**src/rtl/core/cprs_pkg.sv**
```systemverilog
`default_nettype none
package cprs_pkg;
  localparam int unsigned DefMaxRequests = 8;
  localparam int unsigned NumWidth = 4;
  localparam int unsigned CostWidth = 21;
  localparam int unsigned PtWidth = 5;
  localparam int unsigned DistWidth = 16;
  localparam int unsigned CfgIdxWidth = 2;
  localparam logic [CostWidth-1:0] DefaultBound = 21'd1000;
  localparam logic [CfgIdxWidth-1:0] CfgNumRequests = 2'd0;
  localparam logic [CfgIdxWidth-1:0] CfgCapacity = 2'd1;
  localparam logic [CfgIdxWidth-1:0] CfgInitialBound = 2'd2;
  localparam logic OpLoad = 1'b0;
  localparam logic OpStart = 1'b1;

  // controller -> datapath
  typedef struct packed {
    logic init;       // clear search state
    logic load_cand;  // fetch candidate at current depth, issue matrix read
    logic take;       // push candidate
    logic close_rd;   // read return edge
    logic close_eval; // compare closed route against best
    logic pop;        // retreat one level
    logic undo_rd;    // read edge of point being removed
    logic undo;       // remove top point
    logic skip;       // advance candidate without taking
  } cmd_t;

  // datapath -> controller
  typedef struct packed {
    logic exhausted;  // candidate beyond last point
    logic allowed;    // candidate may be visited
    logic at_last;    // depth equals last
    logic depth_zero; // stack empty
  } sts_t;
endpackage
`default_nettype wire

```
**src/rtl/core/cprs_ram.sv**
```systemverilog
`default_nettype none
module cprs_ram #(
  parameter int unsigned Width = 16,
  parameter int unsigned Depth = 289
) (
  input  wire logic                     clk_i,
  input  wire logic                     we_i,
  input  wire logic [$clog2(Depth)-1:0] waddr_i,
  input  wire logic [Width-1:0]         wdata_i,
  input  wire logic [$clog2(Depth)-1:0] raddr_i,
  output logic      [Width-1:0]         rdata_o
);
  logic [Width-1:0] mem [Depth];
  always_ff @(posedge clk_i) begin
    if (we_i) mem[waddr_i] <= wdata_i;
    rdata_o <= mem[raddr_i];
  end
endmodule
`default_nettype wire

```
**src/rtl/core/cprs_ctrl.sv**
```systemverilog
`default_nettype none
module cprs_ctrl (
  input  wire logic            clk_i,
  input  wire logic            rst_ni,
  input  wire logic            start_i,
  input  wire logic            hold_i,
  input  wire cprs_pkg::sts_t  sts_i,
  output cprs_pkg::cmd_t       cmd_o,
  output logic                 busy_o,
  output logic                 done_o
);
  import cprs_pkg::*;
  localparam logic [2:0] SIdle  = 3'd0;
  localparam logic [2:0] SFetch = 3'd1;
  localparam logic [2:0] SDec   = 3'd2;
  localparam logic [2:0] SClose = 3'd3;
  localparam logic [2:0] SEval  = 3'd4;
  localparam logic [2:0] SUndo  = 3'd5;
  localparam logic [2:0] SUndo2 = 3'd6;

  logic [2:0] state_q, state_d;

  always_comb begin
    state_d = state_q;
    cmd_o = '0;
    done_o = 1'b0;
    unique case (state_q)
      SIdle: if (start_i) begin
        cmd_o.init = 1'b1;
        state_d = SFetch;
      end
      SFetch: begin
        if (sts_i.depth_zero) begin
          // wait here while the previous result is still unread
          if (!hold_i) begin
            done_o = 1'b1;
            state_d = SIdle;
          end
        end else begin
          cmd_o.load_cand = 1'b1;
          state_d = SDec;
        end
      end
      SDec: begin
        if (sts_i.exhausted) begin
          cmd_o.pop = 1'b1;
          state_d = SUndo;
        end else if (!sts_i.allowed) begin
          cmd_o.skip = 1'b1;
          state_d = SFetch;
        end else begin
          cmd_o.take = 1'b1;
          state_d = sts_i.at_last ? SClose : SFetch;
        end
      end
      SClose: begin
        cmd_o.close_rd = 1'b1;
        state_d = SEval;
      end
      SEval: begin
        cmd_o.close_eval = 1'b1;
        state_d = SUndo;
      end
      SUndo: begin
        if (sts_i.depth_zero) state_d = SFetch;
        else begin
          cmd_o.undo_rd = 1'b1;
          state_d = SUndo2;
        end
      end
      SUndo2: begin
        cmd_o.undo = 1'b1;
        state_d = SFetch;
      end
      default: state_d = SIdle;
    endcase
  end

  assign busy_o = (state_q != SIdle);

  always_ff @(posedge clk_i or negedge rst_ni) begin
    if (!rst_ni) begin
      state_q <= SIdle;
    end else begin
      state_q <= state_d;
    end
  end
endmodule
`default_nettype wire

```
**src/rtl/core/cprs_dp.sv**
```systemverilog
`default_nettype none
module cprs_dp #(
  parameter int unsigned MaxRequests = cprs_pkg::DefMaxRequests
) (
  input  wire logic                            clk_i,
  input  wire logic                            rst_ni,
  input  wire cprs_pkg::cmd_t                  cmd_i,
  output cprs_pkg::sts_t                       sts_o,
  input  wire logic                            ld_we_i,
  input  wire logic [cprs_pkg::PtWidth-1:0]    ld_from_i,
  input  wire logic [cprs_pkg::PtWidth-1:0]    ld_to_i,
  input  wire logic [cprs_pkg::DistWidth-1:0]  ld_dist_i,
  input  wire logic [cprs_pkg::NumWidth-1:0]   num_requests_i,
  input  wire logic [cprs_pkg::NumWidth-1:0]   capacity_i,
  input  wire logic [cprs_pkg::CostWidth-1:0]  bound_i,
  output logic      [cprs_pkg::CostWidth-1:0]  best_o
);
  import cprs_pkg::*;
  localparam int unsigned NPts = 2 * MaxRequests + 1;
  localparam int unsigned AW = $clog2(NPts * NPts);
  localparam int unsigned DW = $clog2(NPts + 1);
  localparam int unsigned CW = $clog2(NPts + 1); // candidate up to NPts

  logic [NPts-1:0] vis_q;
  logic [PtWidth-1:0] route_q [NPts];
  logic [CW-1:0]  cand_q [NPts];
  logic [DW-1:0]  depth_q;
  logic [NumWidth:0] aboard_q;
  logic [CostWidth-1:0] part_q, best_q;
  logic [CW-1:0] cur_q;

  logic [NumWidth-1:0] n;
  logic [CW-1:0] last;
  assign n = (num_requests_i > NumWidth'(MaxRequests)) ? NumWidth'(MaxRequests)
                                                       : num_requests_i;
  assign last = CW'({n, 1'b0});

  logic [DW-1:0] dm1;
  assign dm1 = depth_q - DW'(1);
  logic [PtWidth-1:0] prev_pt, top_pt;
  assign prev_pt = route_q[dm1[$clog2(NPts)-1:0]];
  assign top_pt = route_q[depth_q[$clog2(NPts)-1:0]];

  // matrix address: a*NPts + b, one multiply by constant
  logic [AW-1:0] raddr, waddr;
  logic [PtWidth-1:0] ra, rb;
  always_comb begin
    ra = prev_pt;
    rb = cur_q[PtWidth-1:0];
    if (cmd_i.load_cand) rb = cand_q[depth_q[$clog2(NPts)-1:0]][PtWidth-1:0];
    if (cmd_i.close_rd) begin ra = cur_q[PtWidth-1:0]; rb = '0; end
    if (cmd_i.undo_rd) rb = top_pt;
  end
  assign raddr = AW'(ra * NPts + rb);
  assign waddr = AW'(ld_from_i * NPts + ld_to_i);
  logic wr_ok;
  assign wr_ok = ld_we_i && (ld_from_i < PtWidth'(NPts)) && (ld_to_i < PtWidth'(NPts));

  logic [DistWidth-1:0] rdata;
  cprs_ram #(.Width(DistWidth), .Depth(NPts * NPts)) u_mat (
    .clk_i, .we_i(wr_ok), .waddr_i(waddr), .wdata_i(ld_dist_i),
    .raddr_i(raddr), .rdata_o(rdata)
  );

  logic is_pick;
  assign is_pick = ({1'b0, cur_q} <= {1'b0, CW'(n)});
  logic [CW-1:0] partner;
  assign partner = cur_q - CW'(n);
  always_comb begin
    sts_o.exhausted = cur_q > last;
    sts_o.allowed = 1'b0;
    if (cur_q != '0 && !vis_q[cur_q[$clog2(NPts)-1:0]]) begin
      if (is_pick) sts_o.allowed = ({1'b0, aboard_q} < {1'b0, 1'b0, capacity_i});
      else sts_o.allowed = vis_q[partner[$clog2(NPts)-1:0]];
    end
    sts_o.at_last = (CW'(depth_q) == last);
    sts_o.depth_zero = (depth_q == '0);
  end

  logic top_pick;
  assign top_pick = ({1'b0, top_pt} <= {1'b0, PtWidth'(n)});
  logic [CostWidth-1:0] total;
  assign total = part_q + CostWidth'(rdata);

  always_ff @(posedge clk_i or negedge rst_ni) begin
    if (!rst_ni) begin
      vis_q <= '0; depth_q <= '0; aboard_q <= '0; part_q <= '0;
      best_q <= DefaultBound; cur_q <= '0;
      for (int i = 0; i < NPts; i++) begin route_q[i] <= '0; cand_q[i] <= '0; end
    end else begin
      if (cmd_i.init) begin
        vis_q <= '0; depth_q <= DW'(1); aboard_q <= '0; part_q <= '0;
        best_q <= bound_i;
        for (int i = 0; i < NPts; i++) begin
          route_q[i] <= '0;
          cand_q[i] <= (i == 1) ? CW'(1) : '0;
        end
      end
      if (cmd_i.load_cand) cur_q <= cand_q[depth_q[$clog2(NPts)-1:0]];
      if (cmd_i.skip || cmd_i.take)
        cand_q[depth_q[$clog2(NPts)-1:0]] <= cur_q + CW'(1);
      if (cmd_i.take) begin
        route_q[depth_q[$clog2(NPts)-1:0]] <= cur_q[PtWidth-1:0];
        vis_q[cur_q[$clog2(NPts)-1:0]] <= 1'b1;
        aboard_q <= is_pick ? aboard_q + 1'b1 : aboard_q - 1'b1;
        part_q <= part_q + CostWidth'(rdata);
        if (!sts_o.at_last) begin
          depth_q <= depth_q + DW'(1);
          cand_q[depth_q[$clog2(NPts)-1:0] + 1'b1] <= CW'(1);
        end
      end
      if (cmd_i.close_eval && total < best_q) best_q <= total;
      if (cmd_i.pop) depth_q <= dm1;
      if (cmd_i.undo) begin
        vis_q[top_pt[$clog2(NPts)-1:0]] <= 1'b0;
        aboard_q <= top_pick ? aboard_q - 1'b1 : aboard_q + 1'b1;
        part_q <= part_q - CostWidth'(rdata);
      end
    end
  end
  assign best_o = best_q;
endmodule
`default_nettype wire

```
**src/rtl/core/capacitated_pickup_delivery_route_search.sv**
```systemverilog
// Timing: a load item writes one matrix entry; a start item runs the full depth-first
//   search, trying candidates through one matrix read port; the search waits to finish
//   while the previous result is unread, then its result is registered.
// Throughput: load items 1 per cycle while no search runs; one search at a time.
// Reset (async, active low): config to n=1, capacity=1, bound=1000; no result pending.
`default_nettype none
module capacitated_pickup_delivery_route_search #(
  parameter int unsigned MaxRequests = cprs_pkg::DefMaxRequests
) (
  input  wire logic                                clk_i,
  input  wire logic                                rst_ni,
  input  wire logic                                s_axis_tvalid,
  output logic                                     s_axis_tready,
  // from_point[4:0], to_point[9:5], distance[25:10], zero fill
  input  wire logic [31:0]                         s_axis_tdata,
  // op[0]
  input  wire logic [0:0]                          s_axis_tuser,
  output logic                                     m_axis_tvalid,
  input  wire logic                                m_axis_tready,
  // best_cost[20:0], found[21], zero fill
  output logic [23:0]                              m_axis_tdata,
  input  wire logic                                cfg_we_i,
  input  wire logic [cprs_pkg::CfgIdxWidth-1:0]    cfg_idx_i,
  input  wire logic [cprs_pkg::CostWidth-1:0]      cfg_data_i
);
  import cprs_pkg::*;
  logic [NumWidth-1:0] nreq_q, cap_q;
  logic [CostWidth-1:0] bound_q, best;
  logic busy, done, start, ld, hold;
  logic ovalid_q;
  logic [CostWidth:0] out_q;
  cmd_t cmd;
  sts_t sts;

  assign s_axis_tready = !busy;
  assign ld = s_axis_tvalid && s_axis_tready && (s_axis_tuser[0] == OpLoad);
  assign start = s_axis_tvalid && s_axis_tready && (s_axis_tuser[0] == OpStart);
  // result register full and not draining this cycle
  assign hold = ovalid_q && !m_axis_tready;

  always_ff @(posedge clk_i or negedge rst_ni) begin
    if (!rst_ni) begin
      nreq_q <= NumWidth'(1); cap_q <= NumWidth'(1); bound_q <= DefaultBound;
      ovalid_q <= 1'b0;
    end else begin
      if (cfg_we_i) begin
        unique case (cfg_idx_i)
          CfgNumRequests:  nreq_q <= cfg_data_i[NumWidth-1:0];
          CfgCapacity:     cap_q <= cfg_data_i[NumWidth-1:0];
          CfgInitialBound: bound_q <= cfg_data_i;
          default: ;
        endcase
      end
      if (done) ovalid_q <= 1'b1;
      else if (m_axis_tready) ovalid_q <= 1'b0;
    end
  end
  always_ff @(posedge clk_i) if (done) out_q <= {best < bound_q, best};

  assign m_axis_tvalid = ovalid_q;
  assign m_axis_tdata = {2'b00, out_q};

  cprs_ctrl u_ctrl (.clk_i, .rst_ni, .start_i(start), .hold_i(hold), .sts_i(sts),
                    .cmd_o(cmd), .busy_o(busy), .done_o(done));
  cprs_dp #(.MaxRequests(MaxRequests)) u_dp (
    .clk_i, .rst_ni, .cmd_i(cmd), .sts_o(sts), .ld_we_i(ld),
    .ld_from_i(s_axis_tdata[4:0]), .ld_to_i(s_axis_tdata[9:5]),
    .ld_dist_i(s_axis_tdata[25:10]), .num_requests_i(nreq_q), .capacity_i(cap_q),
    .bound_i(bound_q), .best_o(best)
  );
endmodule
`default_nettype wire

```
**config.mk**
```make
export PLATFORM = sky130hd
export DESIGN_NAME = capacitated_pickup_delivery_route_search
export DESIGN_NICKNAME = d
export VERILOG_FILES = /design/src/rtl/core/cprs_pkg.sv /design/src/rtl/core/cprs_ram.sv /design/src/rtl/core/cprs_ctrl.sv /design/src/rtl/core/cprs_dp.sv /design/src/rtl/core/capacitated_pickup_delivery_route_search.sv
export SDC_FILE = /design/constraint.sdc
export NUM_CORES = 2
export LEC_CHECK = 0
export BUFFER_PORTS_ARGS = -buffer_cell sky130_fd_sc_hd__buf_4
export CAP_MARGIN = 20
export CORE_MARGIN = 3
export CORE_UTILIZATION = 55
export DETAILED_ROUTE_END_ITERATION = 10
export PLACE_DENSITY = 0.73
export SKIP_LAST_GASP = 1
export SLEW_MARGIN = 40
export SYNTH_ARGS = -nofsm -noshare
export SYNTH_HDL_FRONTEND = slang
export SYNTH_MEMORY_MAX_BITS = 65536
export SYNTH_SLANG_ARGS = --single-unit
```
**constraint.sdc**
```tcl
create_clock -name clk_i -period 7.5 [get_ports clk_i]
set_input_delay 1.5 -clock clk_i [delete_from_list [all_inputs] [get_ports clk_i]]
set_output_delay 1.5 -clock clk_i [all_outputs]
set_load 0.01 [all_outputs]
```
==> results.json <==
{
  "design.portCount": 87,
  "synth-compound-area-share_pct": 2.87,
  "max_cap_violations": 0,
  "switching_share_pct": 35.5,
  "cpPeakStageDelay_ns": 0.61,
  "yosys.area_share.simple_pct": 3.96,
  "average_size_of_a_mapped_cell_sq_um": 19.7,
  "total_overflow_reported_by_the_global_router": 0,
  "die_w_um": 604,
  "clkSlewWorstSetupHoldPaths_ns": 0.06,
  "cts-buffers-inserted": 468,
  "grt.met1_usage_pct": 38.5,
  "netlist.top_cell.by_area": "sky130_fd_sc_hd__edfxtp_1",
  "critPathArrivalTime_ns": 8.24,
  "initial_utilization_pct": 55.5,
  "detail_route.wl_per_cell_um": 32.0,
  "synth_top_family_by_area": "multiplexers",
  "regArea_sq_um": 147000,
  "period_minus_slack_ns": 7.37,
  "post_synth_main_area_contributors": "sky130_fd_sc_hd__edfxtp_1, sky130_fd_sc_hd__mux4_2, sky130_fd_sc_hd__dfrtp_1",
  "achievable-frequency_mhz": 136,
  "final.fill_count": 23286,
  "drt_pre_antenna_iters": 7,
  "postSynthRegisterBits": 4939,
  "static_leakage_nw": 72.6,
  "detailed_place_hpwl_mm": 303,
  "final.setup_skew_ns": 0.0606,
  "globalRouteMet2Util_pct": 42.4,
  "clock_latency_ns": 1.00,
  "grt_setup_unrepaired": "no",
  "globalRouteTotalUtil_pct": 27.6,
  "core_sq_um": 354000,
  "cts.htree.levels": 5,
  "worstSetupPathType": "reg2reg",
  "comb_power_share_pct": 44.7,
  "synth.cell_area_sq_um": 197000,
  "die_area_sq_um": 365000,
  "min_period_over_period_pct": 98.2,
  "groute.layer.met3.usage_pct": 6.61,
  "die-height_um": 604,
  "p_seq_share_pct": 31.7,
  "timing.setup.tns_ns": 0,
  "setup.worst_path.end_class": "flop",
  "drc_errors": 0,
  "postRouteWirelength_mm": 503,
  "timing.hold.worst.class": "in2async",
  "total_switching_power_mw": 34.5,
  "detail-route-antenna-nets": 0,
  "timing_max_transition_violations_final": 0,
  "crit_path_max_fanout": 16,
  "largest_net_degree_at_the_start_of_global_routing": 178,
  "number_of_nets_in_the_final_layout": 10779,
  "area_growth_syn_to_layout_pct": 13.2,
  "drive_above_1_share_pct": 25.6,
  "run_status": "finished, final reports clean",
  "gp_routability_congestion": 0.966,
  "grt.busiest_layer": "met2",
  "synth_xor_area_share_pct": 0.227,
  "detailedRoute.firstIterationViolations": 15003,
  "tritoncts": "done",
  "first_global_vias": 103726,
  "routed_via_density": 6.59,
  "peakVddDrop_uv": 447,
  "async_flop_share_pct": 5.61,
  "fp-row-count": 218,
  "synth-seq-area-share_pct": 74.7,
  "cp-start-kind": "flop",
  "synth_adder_area_share_pct": 0.905,
  "final_setup_violation_count": 0,
  "initial_antenna_violation_count": 33,
  "critical_path.top_delay_family": "compound AO/OA/AOI/OAI gates",
  "number_of_post_cts_setup_repair_buffers": 0,
  "worst-slew-pin-transition_ns": 0.971,
  "hold_ws_ns": 0.414,
  "clk_root_buffer_cell": "sky130_fd_sc_hd__clkbuf_16",
  "grt_pass1_wl_mm": 732,
  "p_clk_share_pct": 23.6,
  "worst_slew_margin_rel_pct": 35.0,
  "p_per_area_nw_per_um2": 437,
  "synth.area.mux_share_pct": 15.9,
  "final_hold_viol_count": 0,
  "synthesis.yosys.warnings": 0,
  "internal_power_mw": 62.8,
  "number_of_buffers_on_the_longest_clock_path": 4,
  "synth_edf_count": 4646,
  "multi_input_area_sq_um": 47300,
  "io_buffer_count": 78,
  "worst-endpoint-required_ns": 8.37,
  "synth_ff_type": "sky130_fd_sc_hd__edfxtp_1",
  "slowest_stage": "sky130_fd_sc_hd__o21ai_0",
  "clock-sinks": 4939,
  "synth_cell_types": 84,
  "synth_top_cell_area_share_pct": 71.0,
  "netlist_instances": 9954,
  "buffers_and_inverters_on_the_worst_path": 5,
  "num_vias": 103678,
  "layout.core_utilization_pct": 62.8
}
logic make-up (layout without fill, tap and decap cells):
family	Yosys count	in the layout
other cells	1	23
mux	1508	1508
fa+ha+maj	138	138
simple gates	1790	1790
compound gates	828	828
buf+inv	699	1717
xor+xnor	51	51
flops	4939	4939
flip-flops by register name, indices dropped and copies added (netlist names):
name and flops:
u_dp.aboard_q 5, u_dp.part_q 21, u_dp.u_mat.rdata_o 16, u_dp.u_mat.mem 4624, out_q 22, m_axis_tvalid 1
bound_q 21, u_dp.vis_q 17, u_dp.cand_q 85, u_ctrl.state_q 3, nreq_q 4, u_dp.cur_q 5
u_dp.route_q 85, u_dp.depth_q 5, u_dp.best_o 21, cap_q 4
power by group through the flow:
stage	combinational [mW]	sequential, mW	clock (mW)
after detailed placement	43.0	31.4	0
after CTS	43.3	30.8	23.2
after floorplan	28.0	31.3	0
final	43.4	30.9	23.0
after global routing	45.7	30.9	24.3
after global placement	42.5	31.4	0
cell usage after synthesis (all sizes together), types with 12 or more instances:
| cell type | number |
|---|---|
| dfrtp | 263 |
| a211oi | 27 |
| a32oi | 128 |
| mux2i | 184 |
| inv | 126 |
| a221o | 17 |
| a21o | 24 |
| a221oi | 17 |
| buf | 219 |
| clkbuf | 350 |
| edfxtp | 4646 |
| a21oi | 98 |
| o21a | 21 |
| nor3 | 49 |
| nand2b | 18 |
| dfxtp | 16 |
| a22oi | 26 |
| o211ai | 35 |
| and3 | 90 |
| nor2 | 523 |
| a31oi | 167 |
| and2 | 15 |
| nand4 | 18 |
| a2111oi | 18 |
| nand2 | 750 |
| nand3 | 246 |
| xnor2 | 34 |
| ha | 131 |
| xor2 | 17 |
| mux4 | 1289 |
| o31ai | 22 |
| dfstp | 14 |
| nor2b | 31 |
| o21ai | 174 |
| or2 | 12 |
| mux2 | 35 |
per-layer routing:
| metal | up-vias | wire length, um | share of wire, % |
|---|---|---|---|
| li1 | 42001 | - | - |
| met2 | 6490 | 237000 | 47 |
| met5 | - | 155 | 0.031 |
| met1 | 54134 | 186000 | 37 |
| met4 | 22 | 23100 | 4.6 |
| met3 | 1031 | 56500 | 11 |
cell type report:
class                           count  share of cell area (%)
Clock inverter                    264                    1.03
Sequential cell                  4939                    66.0
Timing Repair Buffer              724                    3.13
Tap cell                         4730                    2.66
Multi-Input combinational cell   4317                    21.3
Clock buffer                      599                    5.66
Inverter                          130                   0.223
Antenna cell                       21                  0.0236
cells in the final DEF, fill, tap and decap left out, types with 120 or more instances in the layout:
cell and count:
sky130_fd_sc_hd__ha_1 128, sky130_fd_sc_hd__a32oi_1 128, sky130_fd_sc_hd__mux4_2 1289, sky130_fd_sc_hd__a31oi_1 163
sky130_fd_sc_hd__clkbuf_16 477, sky130_fd_sc_hd__o21ai_0 170, sky130_fd_sc_hd__edfxtp_1 4646, sky130_fd_sc_hd__clkinv_1 120
sky130_fd_sc_hd__buf_4 601, sky130_fd_sc_hd__dfrtp_1 260, sky130_fd_sc_hd__mux2i_1 184, sky130_fd_sc_hd__nor2_1 515
sky130_fd_sc_hd__inv_1 126, sky130_fd_sc_hd__nand3_1 236, sky130_fd_sc_hd__nand2_1 725
what timing repair did:
| action | in CTS | in global routing |
|---|---|---|
| hold buffers | 0 | 0 |
| endpoints found under the setup margin | 0 | 10 |
| endpoints found under the hold margin | 0 | 0 |
| resized for setup | 0 | 9 |
path summary, 6_finish.rpt:
| path | startpoint | to | slack [ns] | cells after the start |
|---|---|---|---|---|
| setup / recovery | u_dp.depth_q[0]$_DFF_PN0_ | u_dp.u_mat.rdata_o[1]$_DFF_P_ | 0.13 | 25 |
| hold / removal | rst_ni | bound_q[4]$_DFFE_PN0P_ | 0.41 | 1 |
| setup reg to reg | u_dp.depth_q[0]$_DFF_PN0_ | u_dp.u_mat.rdata_o[1]$_DFF_P_ | 0.13 | 25 |
| hold reg to reg | u_dp.best_o[15]$_DFFE_PN0P_ | out_q[15]$_DFFE_PP_ | 0.49 | 0 |
| max in group asynchronous | rst_ni | u_dp.cand_q[35]$_DFF_PN0_ | 5.81 | 3 |
| min in group clk_i | u_dp.best_o[15]$_DFFE_PN0P_ | out_q[15]$_DFFE_PP_ | 0.49 | 0 |
per-stage QoR:
step	cells	power, mW	setup WS (ns)	cell area (sq um)
6_report	15724	97.3	0.133	222000
3_5_place_dp	14830	74.4	0.294	207000
2_1_floorplan	9955	59.2	0.0235	197000
3_3_place_gp	14816	73.9	0.262	207000
4_1_cts	15693	97.4	0.189	222000
5_1_grt	15713	101	0.0591	222000
No activity file was read; power rests on OpenSTA's default activity.
